$ cat src/hw/rtl/bba_pkg.sv
package bba_pkg;

   // Table geometry
   localparam int TILE_SIZE = 65536;
   localparam int IDX_W     = $clog2(TILE_SIZE);
   localparam int ID_W      = 40;
   localparam int COORD_W   = 32;
   localparam int OP_W      = 2;

   // Operation codes
   localparam logic [OP_W-1:0] OP_EXPAND     = 2'd0;
   localparam logic [OP_W-1:0] OP_READ       = 2'd1;
   localparam logic [OP_W-1:0] OP_READ_CLEAR = 2'd2;

   // Status codes
   localparam logic STATUS_OK    = 1'b0;
   localparam logic STATUS_RANGE = 1'b1;

   // Empty-entry sentinels
   localparam logic signed [COORD_W-1:0] EMPTY_MIN_X = 32'sd2000000000;
   localparam logic signed [COORD_W-1:0] EMPTY_MIN_Y = 32'sd1000000000;
   localparam logic signed [COORD_W-1:0] EMPTY_MAX_X = -32'sd2000000000;
   localparam logic signed [COORD_W-1:0] EMPTY_MAX_Y = -32'sd1000000000;

   typedef struct packed {
      logic signed [COORD_W-1:0] min_x;
      logic signed [COORD_W-1:0] min_y;
      logic signed [COORD_W-1:0] max_x;
      logic signed [COORD_W-1:0] max_y;
   } box_type;

   localparam int BOX_W = $bits(box_type);

   localparam box_type EMPTY_BOX = '{
      min_x: EMPTY_MIN_X,
      min_y: EMPTY_MIN_Y,
      max_x: EMPTY_MAX_X,
      max_y: EMPTY_MAX_Y
   };

   // Item as it enters the read-modify-write stage
   typedef struct packed {
      logic [OP_W-1:0]           op;
      logic                      in_range;
      logic [IDX_W-1:0]          idx;
      logic signed [COORD_W-1:0] x;
      logic signed [COORD_W-1:0] y;
   } item_type;

   // Table write port
   typedef struct packed {
      logic             en;
      logic [IDX_W-1:0] idx;
      box_type          data;
   } wr_type;

   // Result word
   typedef struct packed {
      logic    status;
      logic    box_valid;
      box_type box;
   } result_type;

endpackage

$ cat src/hw/rtl/bba_rsp_queue.sv
module bba_rsp_queue (
   input  logic                 clock,
   input  logic                 reset,
   input  logic                 push,
   input  bba_pkg::result_type  push_data,
   input  logic                 pop,
   output logic                 not_empty,
   output logic [1:0]           count,
   output bba_pkg::result_type  head
);

   bba_pkg::result_type entry_ff [2];
   logic                wr_ptr_ff;
   logic                wr_ptr_in;
   logic                rd_ptr_ff;
   logic                rd_ptr_in;
   logic [1:0]          count_ff;
   logic [1:0]          count_in;

   // Advance pointers and occupancy
   always_comb begin
      wr_ptr_in = push ? ~wr_ptr_ff : wr_ptr_ff;
      rd_ptr_in = pop  ? ~rd_ptr_ff : rd_ptr_ff;
      count_in  = count_ff + {1'b0, push} - {1'b0, pop};
   end

   always_ff @(posedge clock) begin
      if (reset) begin
         wr_ptr_ff <= 1'b0;
         rd_ptr_ff <= 1'b0;
         count_ff  <= 2'd0;
      end else begin
         wr_ptr_ff <= wr_ptr_in;
         rd_ptr_ff <= rd_ptr_in;
         count_ff  <= count_in;
      end
   end

   // Store the incoming word
   always_ff @(posedge clock) begin
      if (push) begin
         entry_ff[wr_ptr_ff] <= push_data;
      end
   end

   assign head      = entry_ff[rd_ptr_ff];
   assign not_empty = count_ff != 2'd0;
   assign count     = count_ff;

endmodule

$ cat config.mk
export PLATFORM = sky130hd
export DESIGN_NAME = bba_rsp_queue
export DESIGN_NICKNAME = d
export VERILOG_FILES = /design/src/hw/rtl/bba_pkg.sv /design/src/hw/rtl/bba_rsp_queue.sv
export SDC_FILE = /design/constraint.sdc
export NUM_CORES = 1
export LEC_CHECK = 0
export BUFFER_PORTS_ARGS = -buffer_cell sky130_fd_sc_hd__buf_4
export CAP_MARGIN = 25
export CORE_MARGIN = 2
export CORE_UTILIZATION = 50
export DETAILED_ROUTE_END_ITERATION = 8
export PLACE_DENSITY_LB_ADDON = 0.08
export SLEW_MARGIN = 20
export SYNTH_ARGS = -nofsm -noshare
export SYNTH_HDL_FRONTEND = slang
export SYNTH_SLANG_ARGS = --single-unit
$ cat constraint.sdc
create_clock -name clock -period 17 [get_ports clock]
set_input_delay 0.85 -clock clock [delete_from_list [all_inputs] [get_ports clock]]
set_output_delay 0.85 -clock clock [all_outputs]
set_load 0.01 [all_outputs]
==> run summary <==
status - finished clean
core area - 0.0188 mm2
leading area contributor after synthesis - edfxtp_1
Ys Warns - 0
gpl congestion - 0.752
TritonCTS clock tree - built
Post-Synth Adder-Cell Area - 0.260%
Peak VDD IR - 0.0000826 V
Worst Skew - 0.00721 ns
dpl hpwl - 12.5 mm
CP endpoint kind - output port
clk sinks - 265
CP Max Fanout - 49
Fin Setup TNS - 0 ns
Slew @ Worst Pin - 0.925 ns
largest family of logic cells by synthesized area - multiplexers
synthesized area per cell - 22.7 um2
Pleak - 4.75 nW
count leader, synth - edfxtp_1
CTS Buffer Depth - 3
Critical-path top delay cell - dfxtp_4
Most used DFF post-synth - edfxtp_1
post-synthesis instance area - 0.00962 mm2
full die area - 0.0204 mm2
fin crit period - 3.68 ns
met3 WL post-DR - 1.84 mm
register bit total from synthesis - 265
asr flop ratio synth - 0%
fraction of the mapped netlist area in compound gates - 0%
die width - 143 um
Synth area leaders - edfxtp_1 (81%), mux2_2 (15%), buf_6 (1.2%)
Cells after Synth - 424
DR iter-0 viols - 240
antenna-violating nets left - 0
max-cap violation count - 0
RSZ-0062 raised after global routing - false
crit path DAT - 2.83 ns
Rel. slew slack - 38.3%
Post-synth EDFFs - 260
Num CTS Buffers - 27
clock root buffer - clkbuf_16
WL met2 - 9.38 mm
Final Util - 67.6%
Buf/Inv on CP - 3
Core Rows - 50
post-CTS setup repair buffer count - 0
pwr dens - 120 mW/mm2
Max Freq - 272 MHz
ratio of cells with drive above 1 in the final layout - 60.2%
Worst-Skew Late Latency - 0.51 ns
antenna violations before repair - 0
critical path, cell by cell - buf_4, buf_16, mux2_2, buf_4
crit path kind - reg -> out
Final Hold Fails - 0
Worst setup SP type - register
vias in the first global route - 5157
H-tree Lvls - 1
GRT Resource Usage Total - 18.1%
via count - 4861
Post-Route WL - 19.0 mm
final setup vio count - 0
Starting Density - 51.3%
Vias/cell - 5.05
post-synthesis simple-gate area fraction - 0.416%
Final Max Tran Viols - 0
post-synthesis sequential area ratio - 82.2%
synth unique cells - 14
delay-heaviest family, CP - buffers and inverters
max incr delay on CP - 0.80 ns
wire per inst - 19.7 um
Gates resized, CTS repair - 0
Top Metal Used - met4
period utilization - 21.7%
Die Ht - 143 um
critical path required time - 16.15 ns
Post-route DRC - 0
ANT cells - 0
most instantiated cells after synthesis - edfxtp_1 (260), mux2_2 (130), buf_6 (10)
top-area cell type share of the netlist area - 81.2%
worst hold path type - in -> reg
first-pass GRT wire length - 28.1 mm
fin nets - 846
largest net degree at the start of global routing - 69
Boundary Pins - 267
Overflow after GRT - 0
Most common cell on crit path - buf_4
Synth Area in XOR/XNOR - 0.416%
Worst-path clk slew - 0.06 ns
met1 WL - 7.41 mm
drt pass-1 iters - 4
Area growth, synth to finish - 31.9%
Mapped Nets - 560
hold buffer count at cts - 0
PortBufs - 266
post-synthesis mux area share - 15.2%
==> cells by family (layout without fill, tap and decap cells) <==
kind of cell | Yosys count | count (layout)
DFF | 265 | 265
buffers and inverters | 16 | 321
xor gates and xnor gates | 3 | 3
adders and majority gates | 2 | 2
and+or+nand+nor | 8 | 8
muxes | 130 | 130
==> path summary, 6_finish.rpt <==
kind | startpoint | endpoint | slack, ns | cells after the start
setup / recovery | register | head[34] | 13.32 | 4
hold reg to reg | rd_ptr_ff | rd_ptr_ff | 0.52 | 2
setup reg to reg | wr_ptr_ff | entry_ff[1][63] | 14.53 | 2
hold / removal | push_data[42] | entry_ff[1][42] | 0.51 | 1
==> through the flow <==
step / total power, mW / instances / setup slack [ns] / instance area, um2 / hold slack (ns)
2_1_floorplan: 0.883 / 424 / 9.88 / 9620 / 0.480
3_3_place_gp: 0.971 / 914 / 13.70 / 11800 / 0.498
3_5_place_dp: 0.978 / 915 / 13.83 / 11800 / 0.504
4_1_cts: 1.54 / 963 / 13.27 / 12700 / 0.496
5_1_grt: 1.58 / 963 / 13.14 / 12700 / 0.493
6_report: 1.52 / 963 / 13.32 / 12700 / 0.515
==> routing by layer <==
layer	GRT usage, %	vias to the layer above
li1	-	2251
met1	22.0	2402
met2	31.0	178
met3	6.17	30
met4	5.00	0
met5	0	-
==> where the power goes <==
part / total (mW) / switching (mW) / internal, mW
logic: 0.183 / 0.0826 / 0.101
clock network: 0.559 / 0.226 / 0.334
registers: 0.777 / 0.0137 / 0.764
total: 1.52 / 0.322 / 1.20
==> layout by cell type, fill, tap and decap left out, drive strengths merged, types with 2 or more instances in the layout <==
cell and count:
ha 2, inv 2, dfxtp 5, buf 271, clkinv 13, clkbuf 32
mux2 130, nor2 4, nor2b 2, bufinv 3, xnor2 2, edfxtp 260
==> registers in the layout, indices dropped and copies added, names as in the netlist, named ones only <==
signal and count:
entry_ff 260, count 2, rd_ptr_ff 1, wr_ptr_ff 1
==> layout make-up <==
cell class / count / area, um2
Multi-Input combinational cell: 143 / 1580
Tap cell: 234 / 293
Clock inverter: 16 / 144
Timing Repair Buffer: 271 / 2050
Clock buffer: 32 / 694
Inverter: 2 / 7.51
Sequential cell: 265 / 7910
Fill cell: 1311 / 6080
No activity file was read; power rests on OpenSTA's default activity.
