--- src/hw/rtl/bba_pkg.sv ---
package bba_pkg;

   // Table geometry
   localparam int TILE_SIZE = 65536;
   localparam int IDX_W     = $clog2(TILE_SIZE);
   localparam int ID_W      = 40;
   localparam int COORD_W   = 32;
   localparam int OP_W      = 2;

   // Operation codes
   localparam logic [OP_W-1:0] OP_EXPAND     = 2'd0;
   localparam logic [OP_W-1:0] OP_READ       = 2'd1;
   localparam logic [OP_W-1:0] OP_READ_CLEAR = 2'd2;

   // Status codes
   localparam logic STATUS_OK    = 1'b0;
   localparam logic STATUS_RANGE = 1'b1;

   // Empty-entry sentinels
   localparam logic signed [COORD_W-1:0] EMPTY_MIN_X = 32'sd2000000000;
   localparam logic signed [COORD_W-1:0] EMPTY_MIN_Y = 32'sd1000000000;
   localparam logic signed [COORD_W-1:0] EMPTY_MAX_X = -32'sd2000000000;
   localparam logic signed [COORD_W-1:0] EMPTY_MAX_Y = -32'sd1000000000;

   typedef struct packed {
      logic signed [COORD_W-1:0] min_x;
      logic signed [COORD_W-1:0] min_y;
      logic signed [COORD_W-1:0] max_x;
      logic signed [COORD_W-1:0] max_y;
   } box_type;

   localparam int BOX_W = $bits(box_type);

   localparam box_type EMPTY_BOX = '{
      min_x: EMPTY_MIN_X,
      min_y: EMPTY_MIN_Y,
      max_x: EMPTY_MAX_X,
      max_y: EMPTY_MAX_Y
   };

   // Item as it enters the read-modify-write stage
   typedef struct packed {
      logic [OP_W-1:0]           op;
      logic                      in_range;
      logic [IDX_W-1:0]          idx;
      logic signed [COORD_W-1:0] x;
      logic signed [COORD_W-1:0] y;
   } item_type;

   // Table write port
   typedef struct packed {
      logic             en;
      logic [IDX_W-1:0] idx;
      box_type          data;
   } wr_type;

   // Result word
   typedef struct packed {
      logic    status;
      logic    box_valid;
      box_type box;
   } result_type;

endpackage

--- src/hw/rtl/bba_rmw.sv ---
module bba_rmw (
   input  logic                  clock,
   input  logic                  reset,
   input  logic                  take,
   input  bba_pkg::item_type     item,
   input  bba_pkg::box_type      rd_data,
   output bba_pkg::wr_type       wr,
   output logic                  res_valid,
   output bba_pkg::result_type   res
);

   logic                          s1_valid_ff;
   logic                          s1_valid_in;
   bba_pkg::item_type             s1_item_ff;
   logic                          fwd_valid_ff;
   logic [bba_pkg::IDX_W-1:0]     fwd_idx_ff;
   bba_pkg::box_type              fwd_box_ff;
   bba_pkg::box_type              cur_box;
   bba_pkg::box_type              new_box;
   bba_pkg::box_type              out_box;

   assign s1_valid_in = take;

   // Hold the item while its entry is read
   always_ff @(posedge clock) begin
      if (reset) begin
         s1_valid_ff <= 1'b0;
      end else begin
         s1_valid_ff <= s1_valid_in;
      end
   end

   always_ff @(posedge clock) begin
      if (take) begin
         s1_item_ff <= item;
      end
   end

   // Keep the last write; a read at the same edge as that write returns old data
   always_ff @(posedge clock) begin
      if (reset) begin
         fwd_valid_ff <= 1'b0;
      end else begin
         fwd_valid_ff <= wr.en;
      end
   end

   always_ff @(posedge clock) begin
      fwd_idx_ff <= wr.idx;
      fwd_box_ff <= wr.data;
   end

   // Select forwarded entry on a hit
   always_comb begin
      if (fwd_valid_ff && (fwd_idx_ff == s1_item_ff.idx)) begin
         cur_box = fwd_box_ff;
      end else begin
         cur_box = rd_data;
      end
   end

   // Widen the box to take in the point
   always_comb begin
      new_box.min_x = (s1_item_ff.x < cur_box.min_x) ? s1_item_ff.x : cur_box.min_x;
      new_box.min_y = (s1_item_ff.y < cur_box.min_y) ? s1_item_ff.y : cur_box.min_y;
      new_box.max_x = (s1_item_ff.x > cur_box.max_x) ? s1_item_ff.x : cur_box.max_x;
      new_box.max_y = (s1_item_ff.y > cur_box.max_y) ? s1_item_ff.y : cur_box.max_y;
   end

   // Decide write-back and result box per operation
   always_comb begin
      wr.idx  = s1_item_ff.idx;
      wr.data = bba_pkg::EMPTY_BOX;
      wr.en   = 1'b0;
      out_box = cur_box;
      case (s1_item_ff.op)
         bba_pkg::OP_EXPAND: begin
            wr.en   = s1_valid_ff && s1_item_ff.in_range;
            wr.data = new_box;
            out_box = new_box;
         end
         bba_pkg::OP_READ_CLEAR: begin
            wr.en   = s1_valid_ff && s1_item_ff.in_range;
            wr.data = bba_pkg::EMPTY_BOX;
         end
         default: begin
            wr.en = 1'b0;
         end
      endcase
   end

   // Build the result word
   always_comb begin
      if (s1_item_ff.in_range) begin
         res.status    = bba_pkg::STATUS_OK;
         res.box       = out_box;
         res.box_valid = out_box.min_x < bba_pkg::EMPTY_MIN_X;
      end else begin
         res.status    = bba_pkg::STATUS_RANGE;
         res.box       = '0;
         res.box_valid = 1'b0;
      end
   end

   assign res_valid = s1_valid_ff;

endmodule

--- config.mk ---
export PLATFORM = sky130hd
export DESIGN_NAME = bba_rmw
export DESIGN_NICKNAME = d
export VERILOG_FILES = /design/src/hw/rtl/bba_pkg.sv /design/src/hw/rtl/bba_rmw.sv
export SDC_FILE = /design/constraint.sdc
export NUM_CORES = 1
export LEC_CHECK = 0
export ABC_AREA = 1
export BUFFER_PORTS_ARGS = -buffer_cell sky130_fd_sc_hd__buf_2
export CAP_MARGIN = 20
export CORE_AREA = 3 3 192 194
export CTS_CLUSTER_DIAMETER = 30
export DETAILED_ROUTE_END_ITERATION = 16
export DIE_AREA = 0 0 195 197
export GPL_TIMING_DRIVEN = 0
export HOLD_SLACK_MARGIN = 0.06
export PLACE_DENSITY = 0.66
export SLEW_MARGIN = 10
export SYNTH_ARGS = -nofsm -noshare
export SYNTH_HDL_FRONTEND = slang
export SYNTH_SLANG_ARGS = --single-unit
--- constraint.sdc ---
create_clock -name clock -period 6.65 [get_ports clock]
set_input_delay 1.33 -clock clock [delete_from_list [all_inputs] [get_ports clock]]
set_output_delay 1.33 -clock clock [all_outputs]
set_load 0.01 [all_outputs]
==> report_table.html <==
<table>
<tr><th>Metric</th><th>Value</th></tr>
<tr><th colspan="2">Run status</th></tr>
<tr><td>Status</td><td>finished clean</td></tr>
<tr><th colspan="2">Timing</th></tr>
<tr><td>Max Slew Vio Count</td><td>0</td></tr>
<tr><td>Min cycle time layout</td><td>6.54 ns</td></tr>
<tr><td>Count of final hold-check violations</td><td>0</td></tr>
<tr><td>Setup Skew</td><td>0.0184 ns</td></tr>
<tr><td>Count of final setup violators</td><td>0</td></tr>
<tr><td>Tcrit/Tclk final</td><td>0.983</td></tr>
<tr><td>Slew of the pin with the lowest slew margin</td><td>1.10 ns</td></tr>
<tr><td>Max transition margin</td><td>0.267</td></tr>
<tr><td>Setup repair after global routing missed its margin</td><td>yes</td></tr>
<tr><td>Maximum frequency from static timing analysis</td><td>153 MHz</td></tr>
<tr><th colspan="2">Placed design</th></tr>
<tr><td>Final HPWL DP</td><td>47300 um</td></tr>
<tr><td>Placed cell count</td><td>2902</td></tr>
<tr><td>Routability cong.</td><td>0.912</td></tr>
<tr><td>Number of buffers inserted by port buffering</td><td>489</td></tr>
<tr><th colspan="2">Synth</th></tr>
<tr><td>Number of flip-flops and latches in the synthesized netlist</td><td>229</td></tr>
<tr><td>Number of distinct standard cells referenced by the synthesized netlist</td><td>42</td></tr>
<tr><td>Most frequent cell after synthesis</td><td>sky130_fd_sc_hd__nand2_1</td></tr>
<tr><td>Leading area contributor after synthesis</td><td>sky130_fd_sc_hd__dfxtp_1</td></tr>
<tr><td>Number of flops mapped to enable cells by yosys</td><td>83</td></tr>
<tr><td>Syn Nets</td><td>2291</td></tr>
<tr><td>Instance count of the mapped netlist</td><td>1951</td></tr>
<tr><td>Mean cell area of the mapped netlist</td><td>7.25 um2</td></tr>
<tr><td>Cell types occupying the most area after synthesis</td><td>sky130_fd_sc_hd__dfxtp_1 (21%), sky130_fd_sc_hd__edfxtp_1 (18%), sky130_fd_sc_hd__nand2_1 (15%), sky130_fd_sc_hd__ha_1 (11%), sky130_fd_sc_hd__inv_1 (7.0%)</td></tr>
<tr><td>Post-synth top area share</td><td>0.207</td></tr>
<tr><td>Syn. warnings</td><td>0</td></tr>
<tr><td>Most used flip-flop cell after synthesis</td><td>sky130_fd_sc_hd__dfxtp_1</td></tr>
<tr><td>Post-synth top cells</td><td>sky130_fd_sc_hd__nand2_1 (569), sky130_fd_sc_hd__inv_1 (265), sky130_fd_sc_hd__a21oi_1 (166), sky130_fd_sc_hd__dfxtp_1 (146), sky130_fd_sc_hd__ha_1 (126)</td></tr>
<tr><td>Syn Std Cell Area</td><td>14200 um2</td></tr>
<tr><td>Sequential area share after synthesis</td><td>0.383</td></tr>
<tr><td>Proportion of register bits with asynchronous set or reset after synthesis</td><td>0</td></tr>
<tr><th colspan="2">Global route</th></tr>
<tr><td>Wire length of the first global-routing pass</td><td>89300 um</td></tr>
<tr><td>Vias in the first global route</td><td>15500</td></tr>
<tr><td>Total congestion overflow after global routing</td><td>0</td></tr>
<tr><td>Pin count of the biggest net entering global routing</td><td>56</td></tr>
<tr><td>Initial antenna violation count</td><td>6</td></tr>
<tr><td>Overall routing resource usage</td><td>0.303</td></tr>
<tr><th colspan="2">Pwr</th></tr>
<tr><td>Fraction of power spent switching nets</td><td>0.303</td></tr>
<tr><td>Switching pwr</td><td>1.92 mW</td></tr>
<tr><td>Int Power</td><td>4.42 mW</td></tr>
<tr><td>Power share of the clock group</td><td>0.507</td></tr>
<tr><td>Power after layout</td><td>6.34 mW</td></tr>
<tr><td>Fraction of power consumed by combinational cells</td><td>0.228</td></tr>
<tr><td>Sequential fraction of design power</td><td>0.265</td></tr>
<tr><td>Static leakage</td><td>11.4 nW</td></tr>
<tr><td>Max rail drop VDD</td><td>0.000271 V</td></tr>
<tr><td>Pwr per Cell Area</td><td>297 nW/um2</td></tr>
<tr><th colspan="2">Floorplanning</th></tr>
<tr><td>Die span in y</td><td>197 um</td></tr>
<tr><td>I/O pin count</td><td>490</td></tr>
<tr><td>Starting density of the core</td><td>0.400</td></tr>
<tr><td>Die footprint</td><td>38400 um2</td></tr>
<tr><td>X dimension of the die</td><td>195 um</td></tr>
<tr><td>Count of standard-cell rows</td><td>69</td></tr>
<tr><td>Core Region</td><td>35400 um2</td></tr>
<tr><th colspan="2">Setup path</th></tr>
<tr><td>Type of the setup path with the least slack</td><td>register to primary output</td></tr>
<tr><td>Setup crit start kind</td><td>register</td></tr>
<tr><td>Worst EP required</td><td>5.32 ns</td></tr>
<tr><td>Stage delay of the slowest cell on the critical path</td><td>0.43 ns</td></tr>
<tr><td>Crit. path cell count</td><td>31</td></tr>
<tr><td>CP Data Arrival Time</td><td>5.21 ns</td></tr>
<tr><td>Buffers &amp; Inverters on Critical Path</td><td>9</td></tr>
<tr><td>Cells on worst reg2reg path</td><td>28</td></tr>
<tr><td>Most repeated library cell on the critical path</td><td>sky130_fd_sc_hd__nor2_1</td></tr>
<tr><td>Gate family responsible for the most delay along the worst path</td><td>simple AND/OR/NAND/NOR gates</td></tr>
<tr><td>Slowest cell on the critical path</td><td>sky130_fd_sc_hd__edfxtp_1</td></tr>
<tr><td>Endpoint kind of the worst setup timing path</td><td>primary output</td></tr>
<tr><td>Worst-path fanout max</td><td>8</td></tr>
<tr><th colspan="2">Drt</th></tr>
<tr><td>Remaining antenna violation count</td><td>0</td></tr>
<tr><td>DRC viols</td><td>0</td></tr>
<tr><td>Total via count after detailed routing</td><td>16000</td></tr>
<tr><td>Initial DRC Count</td><td>903</td></tr>
<tr><td>Wire length after detailed routing</td><td>62900 um</td></tr>
<tr><td>DR vias/cell</td><td>5.16</td></tr>
<tr><td>Number of iterations in the first detailed-routing pass</td><td>5</td></tr>
<tr><td>Routed length per instance</td><td>20.3 um</td></tr>
<tr><th colspan="2">Cells and area</th></tr>
<tr><td>Area growth from synthesis to layout</td><td>50.8%</td></tr>
<tr><td>Fill cell count</td><td>3206</td></tr>
<tr><td>Nets</td><td>2912</td></tr>
<tr><td>Multi-input gate area</td><td>8160 um2</td></tr>
<tr><td>Share of post-route cells with drive strength above 1</td><td>0.371</td></tr>
<tr><td>Non-Filler Instances</td><td>3091</td></tr>
<tr><td>Register area</td><td>5420 um2</td></tr>
<tr><th colspan="2">CTS</th></tr>
<tr><td>CTS root buffer</td><td>sky130_fd_sc_hd__clkbuf_16</td></tr>
<tr><td>Post-cts hold buffer count</td><td>0</td></tr>
<tr><td>CTS buffer count</td><td>61</td></tr>
<tr><td>Clock tree from TritonCTS</td><td>done</td></tr>
<tr><td>Buffer levels on the longest clock path</td><td>3</td></tr>
<tr><td>Clock-pin slew reported for the worst setup and hold paths after clock tree synthesis</td><td>0.05 ns</td></tr>
<tr><td>Maximum level of the CTS H-tree</td><td>2</td></tr>
<tr><td>Later-pin clock latency in the skew report</td><td>0.60 ns</td></tr>
<tr><td>Clock sink count</td><td>229</td></tr>
<tr><th colspan="2">Min path</th></tr>
<tr><td>Cell depth of the worst hold path</td><td>0</td></tr>
<tr><td>Path type of the worst min-delay path</td><td>register to register</td></tr>
<tr><th colspan="2">Job</th></tr>
<tr><td># Max-Cap Violations</td><td>0</td></tr>
</table>
cell families after synthesis:
| family | count (synthesis) | synth area share |
|---|---|---|
| AOI/OAI and AO/OA | 360 | 0.141 |
| xor gates and xnor gates | 2 | 0.00124 |
| adders and majority gates | 126 | 0.111 |
| buffers and inverters | 378 | 0.108 |
| DFF | 229 | 0.383 |
| muxes | 10 | 0.00707 |
| and+or+nand+nor | 846 | 0.248 |
metrics by stage:
stage / area, um2 / hold WS [ns] / TNS [ns] / utilization / worst slack (ns)
2_1_floorplan: 14200 / 0.371 / 0 / - / 0.814
3_3_place_gp: 17200 / 0.403 / -159.32 / 0.485 / -1.51
3_5_place_dp: 17200 / 0.409 / -171.34 / 0.486 / -1.56
4_1_cts: 20100 / 0.417 / 0 / 0.569 / 0.00268
5_1_grt: 21300 / 0.421 / -3.53 / 0.603 / -0.195
6_report: 21300 / 0.408 / 0 / 0.603 / 0.110
worst register-to-register path, delay by kind of cell (launching register included):
family	cells	cell delay [ns]
AO/OA/AOI/OAI	1	0.14
adder cells (fa/ha/maj)	1	0.30
buffers and inverters	10	1.50
flip-flops	1	0.43
AND/OR/NAND/NOR	16	2.03
flip-flops by register name (all words and copies together), names as in the netlist:
register / flops
res_valid: 1
wr: 16
fwd_idx_ff: 16
fwd_valid_ff: 1
fwd_box_ff: 128
s1_item_ff: 67
final timing paths:
check	startpoint	endpoint	slack (ns)
setup / recovery	wr[138]	res[7]	0.11
hold / removal	wr[131]	fwd_idx_ff[3]	0.41
setup reg to reg	wr[138]	fwd_box_ff[9]	2.16
hold reg to reg	wr[131]	fwd_idx_ff[3]	0.41
cell type report:
class	instances	area share
Antenna cell	7	0.000821
Buffer	105	0.0372
Clock buffer	68	0.0752
Clock inverter	46	0.0300
Inverter	272	0.0480
Multi-Input combinational cell	1345	0.382
Sequential cell	229	0.254
Tap cell	461	0.0270
Timing Repair Buffer	558	0.146
power by group through the flow:
stage               Sequential (mW)  Clock, mW  Combinational [mW]
floorplan                      1.66          0               0.702
global placement               1.69          0                1.18
detailed placement             1.70          0                1.20
CTS                            1.67       3.24                1.27
global route                   1.69       3.32                1.58
finish                         1.68       3.21                1.45
layout by cell type (no fill, tap or decap), types with 47 or more instances in the layout:
cell type	n
sky130_fd_sc_hd__nand2_1	536
sky130_fd_sc_hd__edfxtp_1	83
sky130_fd_sc_hd__ha_1	112
sky130_fd_sc_hd__clkbuf_16	67
sky130_fd_sc_hd__or2_2	48
sky130_fd_sc_hd__buf_4	81
sky130_fd_sc_hd__dfxtp_1	146
sky130_fd_sc_hd__nor2_1	109
sky130_fd_sc_hd__o211ai_1	49
sky130_fd_sc_hd__inv_1	258
sky130_fd_sc_hd__buf_2	493
sky130_fd_sc_hd__nand3_1	54
sky130_fd_sc_hd__o21ai_0	56
sky130_fd_sc_hd__a21oi_2	47
sky130_fd_sc_hd__a21oi_1	113
metal layers:
metal / global-route usage / up-vias / part of all wire
met4: 0.131 / 2 / 0.042
li1: - / 7623 / -
met5: 0 / - / 0.00019
met1: 0.364 / 7452 / 0.39
met3: 0.0520 / 155 / 0.071
met2: 0.536 / 724 / 0.50
repair_timing:
action / 4_1_cts / 5_1_grt
gates resized for setup: 152 / 229
setup endpoints to repair: 258 / 198
pin swaps: 19 / 53
buffers inserted: 22 / 42
gates cloned: 0 / 5
Power figures use the tool's default switching activity.
